[src/design/mpt_pkg.sv]
// Package for the mouse pointer tracker: event and function codes, register
// indexes and the structs passed between the top level and the update logic.
// Depends on nothing.
package mpt_pkg;

   localparam int unsigned CSR_ADDR_W = 5;
   localparam int unsigned CSR_DATA_W = 32;
   localparam int unsigned PRESS_BIT  = 7;

   typedef enum logic [2:0] {
      FUNC_MOVE_X  = 3'd0,
      FUNC_MOVE_Y  = 3'd1,
      FUNC_WHEEL   = 3'd2,
      FUNC_BUTTON0 = 3'd3,
      FUNC_BUTTON1 = 3'd4,
      FUNC_BUTTON2 = 3'd5,
      FUNC_SET_POS = 3'd6
   } func_type;

   typedef enum logic [3:0] {
      EV_MOVE        = 4'd0,
      EV_WHEEL_DOWN  = 4'd1,
      EV_WHEEL_UP    = 4'd2,
      EV_LEFT_DOWN   = 4'd3,
      EV_LEFT_UP     = 4'd4,
      EV_RIGHT_DOWN  = 4'd5,
      EV_RIGHT_UP    = 4'd6,
      EV_CENTER_DOWN = 4'd7,
      EV_CENTER_UP   = 4'd8
   } event_type;

   typedef enum logic [2:0] {
      REG_BASE_THRESH  = 3'd0,
      REG_BOOST_THRESH = 3'd1,
      REG_ACCEL_STEPS  = 3'd2,
      REG_LIMIT_X      = 3'd3,
      REG_LIMIT_Y      = 3'd4,
      REG_SWAP_BUTTONS = 3'd5
   } reg_index_type;

   typedef struct packed {
      logic [15:0] base_thresh;
      logic [15:0] boost_thresh;
      logic [1:0]  accel_steps;
      logic [15:0] limit_x;
      logic [15:0] limit_y;
      logic        swap_buttons;
   } cfg_type;

   typedef struct packed {
      logic [2:0]         func;
      logic signed [15:0] value;
      logic [15:0]        new_x;
      logic [15:0]        new_y;
   } item_type;

   typedef struct packed {
      logic [15:0]        pos_x;
      logic [15:0]        pos_y;
      logic signed [31:0] wheel_total;
   } state_type;

   typedef struct packed {
      logic [3:0]         event_res;
      logic [15:0]        pos_x_out;
      logic [15:0]        pos_y_out;
      logic signed [31:0] wheel_out;
   } result_type;

endpackage

[src/design/mpt_if.sv]
// Valid/ready channel interfaces for the request and response sides of the
// mouse pointer tracker. Depends on nothing but plain logic types.
interface mpt_req_if;
   logic               valid;
   logic               ready;
   logic [2:0]         func;
   logic signed [15:0] value;
   logic [15:0]        new_x;
   logic [15:0]        new_y;

   modport source (output valid, func, value, new_x, new_y, input ready);
   modport sink   (input valid, func, value, new_x, new_y, output ready);
endinterface

interface mpt_rsp_if;
   logic               valid;
   logic               ready;
   logic [3:0]         event_res;
   logic [15:0]        pos_x_out;
   logic [15:0]        pos_y_out;
   logic signed [31:0] wheel_out;

   modport source (output valid, event_res, pos_x_out, pos_y_out, wheel_out, input ready);
   modport sink   (input valid, event_res, pos_x_out, pos_y_out, wheel_out, output ready);
endinterface

[src/design/mpt_core.sv]
// Combinational update for one mouse event: acceleration, clamping, wheel
// accumulation and button mapping. Depends on mpt_pkg.
module mpt_core (
   input  mpt_pkg::item_type   item,
   input  mpt_pkg::cfg_type    cfg,
   input  mpt_pkg::state_type  state,
   output mpt_pkg::state_type  state_next,
   output mpt_pkg::result_type result,
   output logic                has_result
);
   import mpt_pkg::*;

   // Accelerate the delta and add it to the position, clamping to 0..lim.
   function automatic logic [15:0] move_clamp(
      input logic [15:0]        pos,
      input logic signed [15:0] d,
      input logic [15:0]        lim,
      input cfg_type            c
   );
      logic [16:0]        mag;
      logic [1:0]         shift;
      logic signed [18:0] delta;
      logic signed [19:0] sum;
      logic [15:0]        res;
      // The magnitude of the most negative delta does not fit the signed sixteen-bit delta.
      mag   = d[15] ? (17'd0 - {1'b1, d}) : {1'b0, d};
      shift = 2'd0;
      if (c.accel_steps != 2'd0 && {1'b0, c.base_thresh} < mag) begin
         shift = shift + 2'd1;
      end
      if (c.accel_steps[1] && {1'b0, c.boost_thresh} < mag) begin
         shift = shift + 2'd1;
      end
      delta = $signed(19'(d)) <<< shift;
      sum   = $signed({4'b0000, pos}) + $signed(20'(delta));
      if (sum[19]) begin
         res = 16'd0;
      end else if (sum[18:0] > {3'b000, lim}) begin
         res = lim;
      end else begin
         res = sum[15:0];
      end
      return res;
   endfunction

   logic pressed;
   logic is_left;
   logic [3:0] ev;

   assign pressed = item.value[PRESS_BIT];
   assign is_left = (item.func == FUNC_BUTTON0) ^ cfg.swap_buttons;

   always_comb begin
      state_next = state;
      ev         = EV_MOVE;
      has_result = 1'b1;
      case (item.func)
         FUNC_MOVE_X: begin
            state_next.pos_x = move_clamp(state.pos_x, item.value, cfg.limit_x, cfg);
         end
         FUNC_MOVE_Y: begin
            state_next.pos_y = move_clamp(state.pos_y, item.value, cfg.limit_y, cfg);
         end
         FUNC_WHEEL: begin
            state_next.wheel_total = state.wheel_total + 32'(item.value);
            ev = item.value[15] ? EV_WHEEL_DOWN : EV_WHEEL_UP;
         end
         FUNC_BUTTON0, FUNC_BUTTON1: begin
            if (is_left) begin
               ev = pressed ? EV_LEFT_DOWN : EV_LEFT_UP;
            end else begin
               ev = pressed ? EV_RIGHT_DOWN : EV_RIGHT_UP;
            end
         end
         FUNC_BUTTON2: begin
            ev = pressed ? EV_CENTER_DOWN : EV_CENTER_UP;
         end
         FUNC_SET_POS: begin
            state_next.pos_x = item.new_x;
            state_next.pos_y = item.new_y;
            has_result       = 1'b0;
         end
         default: begin
            has_result = 1'b0;
         end
      endcase
   end

   assign result.event_res = ev;
   assign result.pos_x_out = state_next.pos_x;
   assign result.pos_y_out = state_next.pos_y;
   assign result.wheel_out = state_next.wheel_total;

endmodule

[src/design/mouse_pointer_tracker.sv]
// Mouse pointer tracker: a request transfer loads the input register, the item's
// result is then loaded into the result register, and the response is offered
// from there.
// Throughput is one event per cycle; a response held by the receiver stalls
// the request side. Set-position and unused codes give no response.
// Synchronous reset clears position, wheel total, registers and both stages.
module mouse_pointer_tracker (
   input  logic                             clock,
   input  logic                             reset,
   mpt_req_if.sink                          req_ch,
   mpt_rsp_if.source                        rsp_ch,
   input  logic                             csr_psel,
   input  logic                             csr_penable,
   input  logic                             csr_pwrite,
   input  logic [mpt_pkg::CSR_ADDR_W-1:0]   csr_paddr,
   input  logic [mpt_pkg::CSR_DATA_W-1:0]   csr_pwdata,
   output logic [mpt_pkg::CSR_DATA_W-1:0]   csr_prdata,
   output logic                             csr_pready
);
   import mpt_pkg::*;

   cfg_type    cfg_ff;
   cfg_type    cfg_in;
   state_type  state_ff;
   state_type  state_calc;
   item_type   s1_item_ff;
   logic       s1_valid_ff;
   result_type rsp_data_ff;
   result_type result_calc;
   logic       rsp_valid_ff;
   logic       has_result;
   logic       out_free;
   logic       s1_adv;
   logic       req_take;
   logic       csr_write;
   logic [2:0] csr_index;

   // Configuration port.
   assign csr_pready = 1'b1;
   assign csr_write  = csr_psel & csr_penable & csr_pwrite;
   assign csr_index  = csr_paddr[CSR_ADDR_W-1:2];

   always_comb begin
      cfg_in = cfg_ff;
      if (csr_write) begin
         unique case (csr_index)
            REG_BASE_THRESH:  cfg_in.base_thresh  = csr_pwdata[15:0];
            REG_BOOST_THRESH: cfg_in.boost_thresh = csr_pwdata[15:0];
            REG_ACCEL_STEPS:  cfg_in.accel_steps  = csr_pwdata[1:0];
            REG_LIMIT_X:      cfg_in.limit_x      = csr_pwdata[15:0];
            REG_LIMIT_Y:      cfg_in.limit_y      = csr_pwdata[15:0];
            REG_SWAP_BUTTONS: cfg_in.swap_buttons = csr_pwdata[0];
            default:          cfg_in = cfg_ff;
         endcase
      end
   end

   always_comb begin
      unique case (csr_index)
         REG_BASE_THRESH:  csr_prdata = {16'd0, cfg_ff.base_thresh};
         REG_BOOST_THRESH: csr_prdata = {16'd0, cfg_ff.boost_thresh};
         REG_ACCEL_STEPS:  csr_prdata = {30'd0, cfg_ff.accel_steps};
         REG_LIMIT_X:      csr_prdata = {16'd0, cfg_ff.limit_x};
         REG_LIMIT_Y:      csr_prdata = {16'd0, cfg_ff.limit_y};
         REG_SWAP_BUTTONS: csr_prdata = {31'd0, cfg_ff.swap_buttons};
         default:          csr_prdata = '0;
      endcase
   end

   mpt_core u_core (
      .item       (s1_item_ff),
      .cfg        (cfg_ff),
      .state      (state_ff),
      .state_next (state_calc),
      .result     (result_calc),
      .has_result (has_result)
   );

   // The held item moves on when its result has room, or when it has none.
   assign out_free     = !rsp_valid_ff || rsp_ch.ready;
   assign s1_adv       = s1_valid_ff && (!has_result || out_free);
   assign req_ch.ready = !s1_valid_ff || s1_adv;
   assign req_take     = req_ch.valid && req_ch.ready;

   always_ff @(posedge clock) begin
      if (reset) begin
         cfg_ff       <= '0;
         state_ff     <= '0;
         s1_valid_ff  <= 1'b0;
         rsp_valid_ff <= 1'b0;
      end else begin
         cfg_ff <= cfg_in;
         if (s1_adv) begin
            state_ff <= state_calc;
         end
         if (req_ch.ready) begin
            s1_valid_ff <= req_ch.valid;
         end
         if (s1_adv && has_result) begin
            rsp_valid_ff <= 1'b1;
         end else if (rsp_ch.ready) begin
            rsp_valid_ff <= 1'b0;
         end
      end
   end

   always_ff @(posedge clock) begin
      if (req_take) begin
         s1_item_ff.func  <= req_ch.func;
         s1_item_ff.value <= req_ch.value;
         s1_item_ff.new_x <= req_ch.new_x;
         s1_item_ff.new_y <= req_ch.new_y;
      end
      if (s1_adv && has_result) begin
         rsp_data_ff <= result_calc;
      end
   end

   assign rsp_ch.valid     = rsp_valid_ff;
   assign rsp_ch.event_res = rsp_data_ff.event_res;
   assign rsp_ch.pos_x_out = rsp_data_ff.pos_x_out;
   assign rsp_ch.pos_y_out = rsp_data_ff.pos_y_out;
   assign rsp_ch.wheel_out = rsp_data_ff.wheel_out;

`ifndef SYNTHESIS
   a_setpos_loads: assert property (@(posedge clock) disable iff (reset)
      (s1_adv && s1_item_ff.func == FUNC_SET_POS) |=>
         (state_ff.pos_x == $past(s1_item_ff.new_x) &&
          state_ff.pos_y == $past(s1_item_ff.new_y)))
      else $error("set position did not load the position");

   a_move_x_clamped: assert property (@(posedge clock) disable iff (reset)
      (s1_adv && s1_item_ff.func == FUNC_MOVE_X) |=> (state_ff.pos_x <= cfg_ff.limit_x))
      else $error("horizontal position beyond its limit after a move");

   a_move_y_clamped: assert property (@(posedge clock) disable iff (reset)
      (s1_adv && s1_item_ff.func == FUNC_MOVE_Y) |=> (state_ff.pos_y <= cfg_ff.limit_y))
      else $error("vertical position beyond its limit after a move");

   a_wheel_only_on_wheel: assert property (@(posedge clock) disable iff (reset)
      (s1_adv && s1_item_ff.func != FUNC_WHEEL) |=> $stable(state_ff.wheel_total))
      else $error("wheel total changed by a non-wheel event");

   a_stall_needs_item: assert property (@(posedge clock) disable iff (reset)
      !req_ch.ready |-> (s1_valid_ff && rsp_valid_ff))
      else $error("request side stalled with nothing held");
`endif

endmodule

[src/flat_wrapper.sv]
// flat-port wrapper written by rule: the top's interface ports become plain ports
module mouse_pointer_tracker_flat import mpt_pkg::*;
  (clock, reset, csr_psel, csr_penable, csr_pwrite, csr_paddr, csr_pwdata, csr_prdata, csr_pready, req_ch_valid, req_ch_func, req_ch_value, req_ch_new_x, req_ch_new_y, req_ch_ready, rsp_ch_valid, rsp_ch_event_res, rsp_ch_pos_x_out, rsp_ch_pos_y_out, rsp_ch_wheel_out, rsp_ch_ready);
  mpt_req_if req_ch_i ();
  mpt_rsp_if rsp_ch_i ();
  input  logic clock;
  input  logic reset;
  input  logic csr_psel;
  input  logic csr_penable;
  input  logic csr_pwrite;
  input  logic [mpt_pkg::CSR_ADDR_W-1:0] csr_paddr;
  input  logic [mpt_pkg::CSR_DATA_W-1:0] csr_pwdata;
  output logic [mpt_pkg::CSR_DATA_W-1:0] csr_prdata;
  output logic csr_pready;
  input wire logic [$bits(req_ch_i.valid)-1:0] req_ch_valid;
  input wire logic [$bits(req_ch_i.func)-1:0] req_ch_func;
  input wire logic [$bits(req_ch_i.value)-1:0] req_ch_value;
  input wire logic [$bits(req_ch_i.new_x)-1:0] req_ch_new_x;
  input wire logic [$bits(req_ch_i.new_y)-1:0] req_ch_new_y;
  output wire logic [$bits(req_ch_i.ready)-1:0] req_ch_ready;
  output wire logic [$bits(rsp_ch_i.valid)-1:0] rsp_ch_valid;
  output wire logic [$bits(rsp_ch_i.event_res)-1:0] rsp_ch_event_res;
  output wire logic [$bits(rsp_ch_i.pos_x_out)-1:0] rsp_ch_pos_x_out;
  output wire logic [$bits(rsp_ch_i.pos_y_out)-1:0] rsp_ch_pos_y_out;
  output wire logic [$bits(rsp_ch_i.wheel_out)-1:0] rsp_ch_wheel_out;
  input wire logic [$bits(rsp_ch_i.ready)-1:0] rsp_ch_ready;
  assign req_ch_i.valid = req_ch_valid;
  assign req_ch_i.func = req_ch_func;
  assign req_ch_i.value = req_ch_value;
  assign req_ch_i.new_x = req_ch_new_x;
  assign req_ch_i.new_y = req_ch_new_y;
  assign req_ch_ready = req_ch_i.ready;
  assign rsp_ch_valid = rsp_ch_i.valid;
  assign rsp_ch_event_res = rsp_ch_i.event_res;
  assign rsp_ch_pos_x_out = rsp_ch_i.pos_x_out;
  assign rsp_ch_pos_y_out = rsp_ch_i.pos_y_out;
  assign rsp_ch_wheel_out = rsp_ch_i.wheel_out;
  assign rsp_ch_i.ready = rsp_ch_ready;
  mouse_pointer_tracker u_core (.clock(clock), .reset(reset), .req_ch(req_ch_i), .rsp_ch(rsp_ch_i), .csr_psel(csr_psel), .csr_penable(csr_penable), .csr_pwrite(csr_pwrite), .csr_paddr(csr_paddr), .csr_pwdata(csr_pwdata), .csr_prdata(csr_prdata), .csr_pready(csr_pready));
endmodule
[config.mk]
export PLATFORM = sky130hd
export DESIGN_NAME = mouse_pointer_tracker_flat
export DESIGN_NICKNAME = d
export VERILOG_FILES = /design/src/design/mpt_pkg.sv /design/src/design/mpt_if.sv /design/src/design/mpt_core.sv /design/src/design/mouse_pointer_tracker.sv /design/src/flat_wrapper.sv
export SDC_FILE = /design/constraint.sdc
export NUM_CORES = 1
export LEC_CHECK = 0
export BUFFER_PORTS_ARGS = -buffer_cell sky130_fd_sc_hd__buf_2
export CORE_MARGIN = 2
export CORE_UTILIZATION = 59
export DETAILED_ROUTE_END_ITERATION = 10
export PLACE_DENSITY = 0.84
export REMOVE_ABC_BUFFERS = 1
export SYNTH_ARGS = -nofsm -noshare
export SYNTH_HDL_FRONTEND = slang
export SYNTH_SLANG_ARGS = --single-unit
[constraint.sdc]
create_clock -name clock -period 12.34 [get_ports clock]
set_input_delay 0.617 -clock clock [delete_from_list [all_inputs] [get_ports clock]]
set_output_delay 0.617 -clock clock [all_outputs]
set_load 0.01 [all_outputs]
==> flow_summary.toml <==
[pwr]
power_density_nw_per_um2 = 122
switching_share_pct = 28.3
seqPwrFrac_pct = 43.2
combinationalPowerShare_pct = 17.4
finalPower_mw = 2.17
power.clock.fraction_pct = 39.4
cellLeakagePower_nw = 7.25
internal_power_mw = 1.56
switchingPower_mw = 0.615
vdd_drop_max_v = 0.000116

[cts]
cts_max_level = 1
ctsHoldBuffers = 0
cts_tree = "done"
numCtsBuffers = 28
path_clk_slew_ps = 70
cts_root_buf = "clkbuf_16"
cts_buffer_depth = 3
postCtsSetupRepairBufs = 0
post_cts_resized = 0
clock_latency_ps = 560
cts_sinks = 252

[worst_setup_path]
slowest_stage = "mux4_2"
cp_data_arrival_time_ps = 9960
endpoint_kind = "flop"
crit_required_ps = 12620
cp_slowest_stage_delay_ps = 600
worst_r2r_path_depth = 31
critPathKind = "reg2reg"
start_kind = "flop"
cp_max_fo = 29

[grt]
track_usage_pct = 29.1
antenna_found_initial = 2
grt_remaining_overflow = 0
first_global_vias = 13700
grt_max_degree = 88
grt_pass1_wl_um = 67200

[sta]
period_share_pct = 78.5
setup_viol = 0
hold_violations = 0
worst_slack_ps = 2660
rsz0062_at_grt = "false"
slew_headroom_pct = 20.5
tightest_slew_ps = 1190
skew_ps = 16.5
maxSlewViolCount = 0
fin_setup_tns_ps = 0
timing.fmax_mhz = 103
min_period_ps = 9680
worst_hold_slack_ps = 227

[final_layout]
nets = 2131
syn_to_final_growth_pct = 11.8
layout_common_cells = "nand2_1, a21oi_1, buf_2"
layout_commonest_cell = "nand2_1"
final_util_pct = 66.7
layout-drive-gt1-share_pct = 14.7

[place]
gp_congestion = 0.937
portBuffers = 162
pre_cts_ws_ps = 2890
dpl.hpwl_um = 30400

[logic_synthesis]
synth_compound_area_share_pct = 20.0
syn-cell-area_um2 = 15900
ys_seq_elements = 252
synth_top_family_by_area = "compound AO/OA/AOI/OAI gates"
yosys.area_share.adder_pct = 10.6
synthMuxAreaShare_pct = 5.47
syn_area_per_cell_um2 = 8.87
synth_edf_count = 119
synth_seq_area_share_pct = 39.1
syn_inst = 1796
yosys.area_share.simple_pct = 16.6
synth-warning-count = 0
synth_cell_types = 82
async_reset_ff_share_pct = 0
synth-xor-area-share_pct = 3.57
synth_flop_cell = "dfxtp_1"

[floorplanning]
chipHeight_um = 168
die_w_um = 168
dieArea_um2 = 28300
initial_core_util_pct = 59.6
fp-row-count = 60
io_pins = 198
core_area_um2 = 26700

[run]
maxCapViolations = 0

[route]
wl_um = 42300
drc_errors = 0
routedWlPerCell_um = 18.6
ant_nets = 0
vias = 13900
via_per_inst = 6.14
drt_iter0_markers = 982
first_pass_iters = 5

[worst_hold_path]
min_path_type = "in2reg"
worstHoldPathCells = 1

[outcome]
outcome = "finished, final reports clean"
[path summary, 6_finish.rpt]
kind	from	end	slack, ps
hold reg to reg	u_core.state_ff[2]$_SDFFE_PP0P_	u_core.state_ff[2]$_SDFFE_PP0P_	480
setup reg to reg	u_core.s1_item_ff[32]$_DFFE_PP_	u_core.rsp_ch.pos_y_out[7]$_DFFE_PP_	2660
hold / removal	req_ch_value[4]	u_core.s1_item_ff[36]$_DFFE_PP_	230
setup / recovery	u_core.s1_item_ff[32]$_DFFE_PP_	u_core.rsp_ch.pos_y_out[7]$_DFFE_PP_	2660
[per-layer routing]
layer | up-vias | part of all wire, % | global-route usage, %
li1 | 6660 | - | -
met1 | 6648 | 41 | 36.1
met2 | 497 | 48 | 50.9
met3 | 119 | 6.8 | 3.53
met4 | 2 | 4.3 | 13.3
met5 | - | 0.026 | 0
[power groups by stage]
| stage | Clock, mW | Sequential, mW | Combinational (mW) |
|---|---|---|---|
| CTS | 0.864 | 0.937 | 0.373 |
| global route | 0.894 | 0.940 | 0.421 |
| floorplan | 0 | 0.952 | 0.256 |
| detailed placement | 0 | 0.954 | 0.369 |
| global placement | 0 | 0.953 | 0.356 |
| finish | 0.855 | 0.938 | 0.378 |
[cell type report]
| type | instances | area (um^2) |
|---|---|---|
| Tap cell | 341 | 427 |
| Fill cell | 2161 | 8910 |
| Antenna cell | 1 | 2.50 |
| Multi-Input combinational cell | 1390 | 9070 |
| Clock buffer | 34 | 743 |
| Timing Repair Buffer | 175 | 911 |
| Clock inverter | 18 | 211 |
| Inverter | 58 | 218 |
| Sequential cell | 252 | 6240 |
[logic make-up after synthesis]
kind of cell    count (synthesis)
buf+inv                       169
flops                         252
other cells                     2
simple gates                  600
xor+xnor                       65
compound gates                501
fa+ha+maj                     133
mux                            74
[critical path, delay by kind of cell, from the launching register on]
family / cells / cell delay, ps
AOI/OAI and AO/OA: 13 / 3650
DFF: 1 / 560
muxes: 3 / 1180
buffers and inverters: 2 / 650
and+or+nand+nor: 6 / 1320
adders and majority gates: 6 / 1800
xor gates and xnor gates: 1 / 240
[flip-flops by register name, indices dropped and copies added, names as in the netlist]
signal	flops
u_core.cfg_ff	67
u_core.rsp_ch.event_res	4
u_core.rsp_ch.pos_x_out	16
u_core.rsp_ch.pos_y_out	16
u_core.rsp_ch.valid	1
u_core.rsp_ch.wheel_out	32
u_core.s1_item_ff	51
u_core.s1_valid_ff	1
u_core.state_ff	64
[synth_stat cells, drive strengths merged, types with 32 or more instances]
cell type  instances  area, um^2
nand2            299        1120
a21oi            170         851
dfxtp            133        2660
nor2             129         484
ha               128        1600
edfxtp           119        3570
o21ai            119         596
clkbuf            80         302
inv               57         214
mux2i             50         504
nand3             41         210
a21o              34         257
xnor2             33         289
a22oi             32         240
xor2              32         280
[per-stage QoR]
stage / std cells / instance area (um^2)
finish: 2269 / 17800
global route: 2269 / 17800
CTS: 2268 / 17800
detailed placement: 2216 / 16900
global placement: 2216 / 16900
floorplan: 1700 / 15500
(Power assumes the default switching activity.)
